$ cat src/design/lnt_pkg.sv
// ---------------------------------------------------------------------------
// lnt_pkg: shared constants for the lattice NTT engine
// Modulus, Montgomery inverse, inverse scaling factor and command codes.
// ---------------------------------------------------------------------------
package lnt_pkg;
  localparam int COEFF_COUNT = 256;
  localparam int IDX_W       = $clog2(COEFF_COUNT);
  localparam logic signed [63:0] MOD_Q    = 64'sd8380417;
  localparam logic [31:0]        MOD_QINV = 32'd58728449;
  localparam logic [31:0]        INV_SCALE = 32'd41978;

  localparam logic [1:0] CMD_WR_TW   = 2'd0;
  localparam logic [1:0] CMD_WR_COEF = 2'd1;
  localparam logic [1:0] CMD_RUN     = 2'd2;
  localparam logic [1:0] CMD_RD_COEF = 2'd3;
endpackage

$ cat src/design/lnt_mont.sv
// ---------------------------------------------------------------------------
// lnt_mont: pipelined signed Montgomery multiply
// r = (a*b - t*q) / 2^32 with t = low32(a*b) * qinv; registers p1, t, tq, r.
// ---------------------------------------------------------------------------
module lnt_mont (
  input  logic        clk,
  input  logic        rst,
  input  logic        start,
  input  logic [31:0] a,
  input  logic [31:0] b,
  output logic        done,
  output logic [31:0] r
);
  import lnt_pkg::*;

  logic [3:0]         vld;
  logic signed [63:0] p1, p2, p3, tq;
  logic [31:0]        t;

  always_ff @(posedge clk) begin
    if (rst) begin
      vld <= '0;
    end else begin
      vld <= {vld[2:0], start};
    end
  end

  always_ff @(posedge clk) begin
    p1 <= $signed({{32{a[31]}}, a}) * $signed({{32{b[31]}}, b});
    t  <= p1[31:0] * MOD_QINV;
    p2 <= p1;
    tq <= $signed({{32{t[31]}}, t}) * MOD_Q;
    p3 <= p2;
  end

  logic signed [63:0] diff;
  assign diff = p3 - tq;

  always_ff @(posedge clk) begin
    r <= diff[63:32];
  end

  assign done = vld[3];
endmodule

$ cat config.mk
export PLATFORM = sky130hd
export DESIGN_NAME = lnt_mont
export DESIGN_NICKNAME = d
export VERILOG_FILES = /design/src/design/lnt_pkg.sv /design/src/design/lnt_mont.sv
export SDC_FILE = /design/constraint.sdc
export NUM_CORES = 2
export LEC_CHECK = 0
export ABC_CLOCK_PERIOD_IN_PS = 14800
export BUFFER_PORTS_ARGS = -buffer_cell sky130_fd_sc_hd__buf_2
export CAP_MARGIN = 5
export CORE_UTILIZATION = 46
export DETAILED_ROUTE_END_ITERATION = 6
export MAX_ROUTING_LAYER = met4
export SLEW_MARGIN = 20
export SYNTH_ARGS = -nofsm -noshare
export SYNTH_HDL_FRONTEND = slang
export SYNTH_SLANG_ARGS = --single-unit
export TNS_END_PERCENT = 1
$ cat constraint.sdc
create_clock -name clk -period 14.8 [get_ports clk]
set_clock_uncertainty 0.15 [all_clocks]
set_input_delay 1.48 -clock clk [delete_from_list [all_inputs] [get_ports clk]]
set_output_delay 1.48 -clock clk [all_outputs]
set_load 0.1 [all_outputs]
==> results by group <==
Run status
  • Status: completed

GRT
  • Largest net degree at the start of global routing: 50
  • Initial antenna violation count: 7
  • GRT Overall Usage: 0.238
  • GR Overflow Total: 0
  • First-pass GRT wire length: 228,000 um
  • Vias in the first global route: 41,200

STA
  • Fmax: 106 MHz
  • Relative slew margins: 0.357
  • Setup_tns: 0 ns
  • Slew @ Worst Pin: 0.964 ns
  • Max-slew violations: 0
  • Min Tclk post-route: 9.39 ns
  • Final Setup Violations: 0
  • Final hold vios: 0
  • Unrepaired setup endpoints after global routing: no
  • Fin crit share: 0.635

Floorplan
  • Placeable Area: 0.122 sq mm
  • Starting Density: 0.464
  • Die width: 353 um
  • Core Rows: 128
  • Die Y: 353 um
  • Die ar.: 0.125 sq mm
  • Io pins: 100

Logic synthesis
  • Cell Area, Synth: 0.0567 sq mm
  • Top cells by area, synth: fa_1 (48%), ha_1 (11%), dfxtp_1 (9.8%), inv_1 (9.1%), and2_1 (5.8%)
  • YS warnings: 0
  • Synth Register Bits: 277
  • Syn nets: 7,697
  • Post-synth top area share: 0.479
  • Post-synthesis xor/xnor area fraction: 0.0252
  • Syn_area_per_cell: 9.85 sq um
  • Synth cell types: 82
  • Post-synth top cells: inv_1 (1,377), fa_1 (1,355), nand2_1 (553)
  • Largest family of logic cells by synthesized area: adder cells
  • Post-synthesis mux area share: 0.000375
  • Biggest area consumer among synthesized cells: fa_1
  • Synth Area in Compound Gates: 0.0552
  • Most numerous cell in the Yosys netlist: inv_1
  • Post-synth EDFFs: 0
  • Async SR Flop Fraction: 0
  • Primary FF master, synth: dfxtp_1
  • Sequential fraction of the synthesis area: 0.0978
  • Adder-Cell Fraction of Synth Area: 0.593
  • Post-Synthesis Cells: 5,756
  • Post-Synth Simple-Gate Area: 0.123

Clock network
  • TritonCTS clock tree: built
  • Setup Fix Bufs, Post-CTS: 0
  • H-tree lvl count: 1
  • Clk_lat worst skew: 0.55 ns
  • Hold buffers post-CTS: 0
  • Cells resized by post-CTS repair: 0
  • Clock Path Buffers: 3
  • CTS Sinks: 277
  • Cts bufs inserted: 29
  • Root Buffer: clkbuf_16
  • Clock-pin transition on the worst setup and hold timing paths: 0.06 ns

Setup path
  • Crit. End Element: flop
  • Worst Path Required: 15.07 ns
  • Cell count of the worst reg-to-reg path: 19
  • R2r setup slk: 7.52 ns
  • Worst R2R Start: t[15]
  • Worst setup SP type: primary input
  • CP Max Fanout: 32
  • Worst setup path endpoint: p1[60]
  • Setup CP Type: primary input to flop
  • Reg2reg end: tq[51]
  • Worst Path Arrival: 9.66 ns
  • Crit. Startpoint: b[5]

Finish
  • Fill count: 11,600
  • Synth-to-Final Area Change: 4.82%
  • Storage cell area: 0.00555 sq mm
  • Non-Filler Instances: 7,336
  • Layout cells sized above 1: 0.0338
  • Multi-input logic area: 0.0452 sq mm
  • Fin nets: 7,623

Detailed routing
  • Drt drc: 0
  • Initial DRT Pass Iterations: 5
  • Top sig layer: met4
  • Met1 WL: 63,800 um
  • Vias/cell: 5.09
  • Final ANT Viol Nets: 0
  • DR WL/cell: 18.8 um
  • WL met3: 7340 um
  • Total routed wirelength: 138,000 um
  • Met2 wire length: 64,900 um
  • Vias: 37,400
  • Iteration-0 DRC Markers: 1,869

Job
  • Max Cap Viol: 0

Place
  • Post-DP HPWL: 114,000 um
  • Port bufs: 99
  • Routability cong.: 0.935
  • Dpl cells: 7,276

Min path
  • Hold WC Path Type: flop to flop
  • Hold path depth: 0
-- worst max-delay path, stage by stage --
cell	delay, ns
buf_2	0.53
nand2_1	0.25
inv_1	0.14
fa_1	0.40
inv_1	0.26
fa_1	0.47
inv_1	0.22
fa_1	0.49
fa_1	0.84
inv_1	0.37
fa_1	0.57
inv_1	0.06
fa_1	0.53
inv_1	0.05
fa_1	0.47
inv_1	0.05
fa_1	0.45
ha_1	0.37
a21o_1	0.18
a21oi_1	0.17
o21bai_1	0.08
a21o_1	0.18
a21oi_1	0.14
o21bai_1	0.11
a211o_1	0.30
a2111oi_0	0.39
a211oi_1	0.10
-- cell families (layout without fill, tap and decap cells) --
family	after synthesis	count (layout)
fa+ha+maj	1874	1874
buf+inv	1589	1538
xor+xnor	163	163
flops	277	277
simple gates	1377	1377
other cells	0	6
mux	2	2
compound gates	474	474
-- registers in the layout, summed over array words and instances (netlist names) --
register and flops:
p1 64, p2 51, p3 51, r 32, t 32, tq 43, vld 4
-- placed cells by master, fill, tap and decap left out, drive strengths merged, types with 12 or more instances in the layout --
cell / n
fa: 1355
o21ai: 89
clkbuf: 35
nand4: 16
nand2b: 18
and3: 24
o21a: 22
nor3: 31
a31oi: 13
buf: 107
nor2b: 18
xor2: 43
nand3: 40
ha: 519
inv: 1381
a211oi: 18
o211ai: 12
and2: 524
nor2: 98
o21bai: 21
dfxtp: 277
a21o: 85
nand2: 553
a21oi: 135
xnor2: 120
-- worst min path at each step --
stage,start,to,slack [ns]
6_report,p1[52],p2[52],0.17
5_1_grt,p2[32],p3[32],0.18
4_1_cts,p1[52],p2[52],0.17
3_5_place_dp,p1[52],p2[52],0.16
3_3_place_gp,p2[23],p3[23],0.16
2_1_floorplan,p1[32],p2[32],0.16
-- stage by stage --
step           hold slack, ns   util  setup slack, ns  cell area (sq um)
5_1_grt                 0.181  0.487             4.94              59400
3_5_place_dp            0.162  0.479             4.84              58500
3_3_place_gp            0.160  0.479             4.91              58500
2_1_floorplan           0.160      -             5.92              56700
6_report                0.174  0.487             5.41              59400
4_1_cts                 0.174  0.487             5.38              59400
-- metal layers --
| layer | GRT usage | vias to the layer above |
|---|---|---|
| met4 | 0.0335 | 0 |
| li1 | - | 17000 |
| met1 | 0.335 | 19400 |
| met5 | - | - |
| met2 | 0.382 | 897 |
| met3 | 0.0240 | 107 |
-- final cells by class --
class                           count  share of cell area
Multi-Input combinational cell   3890               0.760
Sequential cell                   277              0.0934
Inverter                         1377              0.0870
Tap cell                         1625              0.0342
Clock buffer                       35              0.0131
Timing Repair Buffer              107             0.00935
Clock inverter                     19             0.00240
Antenna cell                        6            0.000253
Power is left out: the tool's default activity adds up to more than one toggle a clock period on the data nets, which glitch-free logic cannot reach.
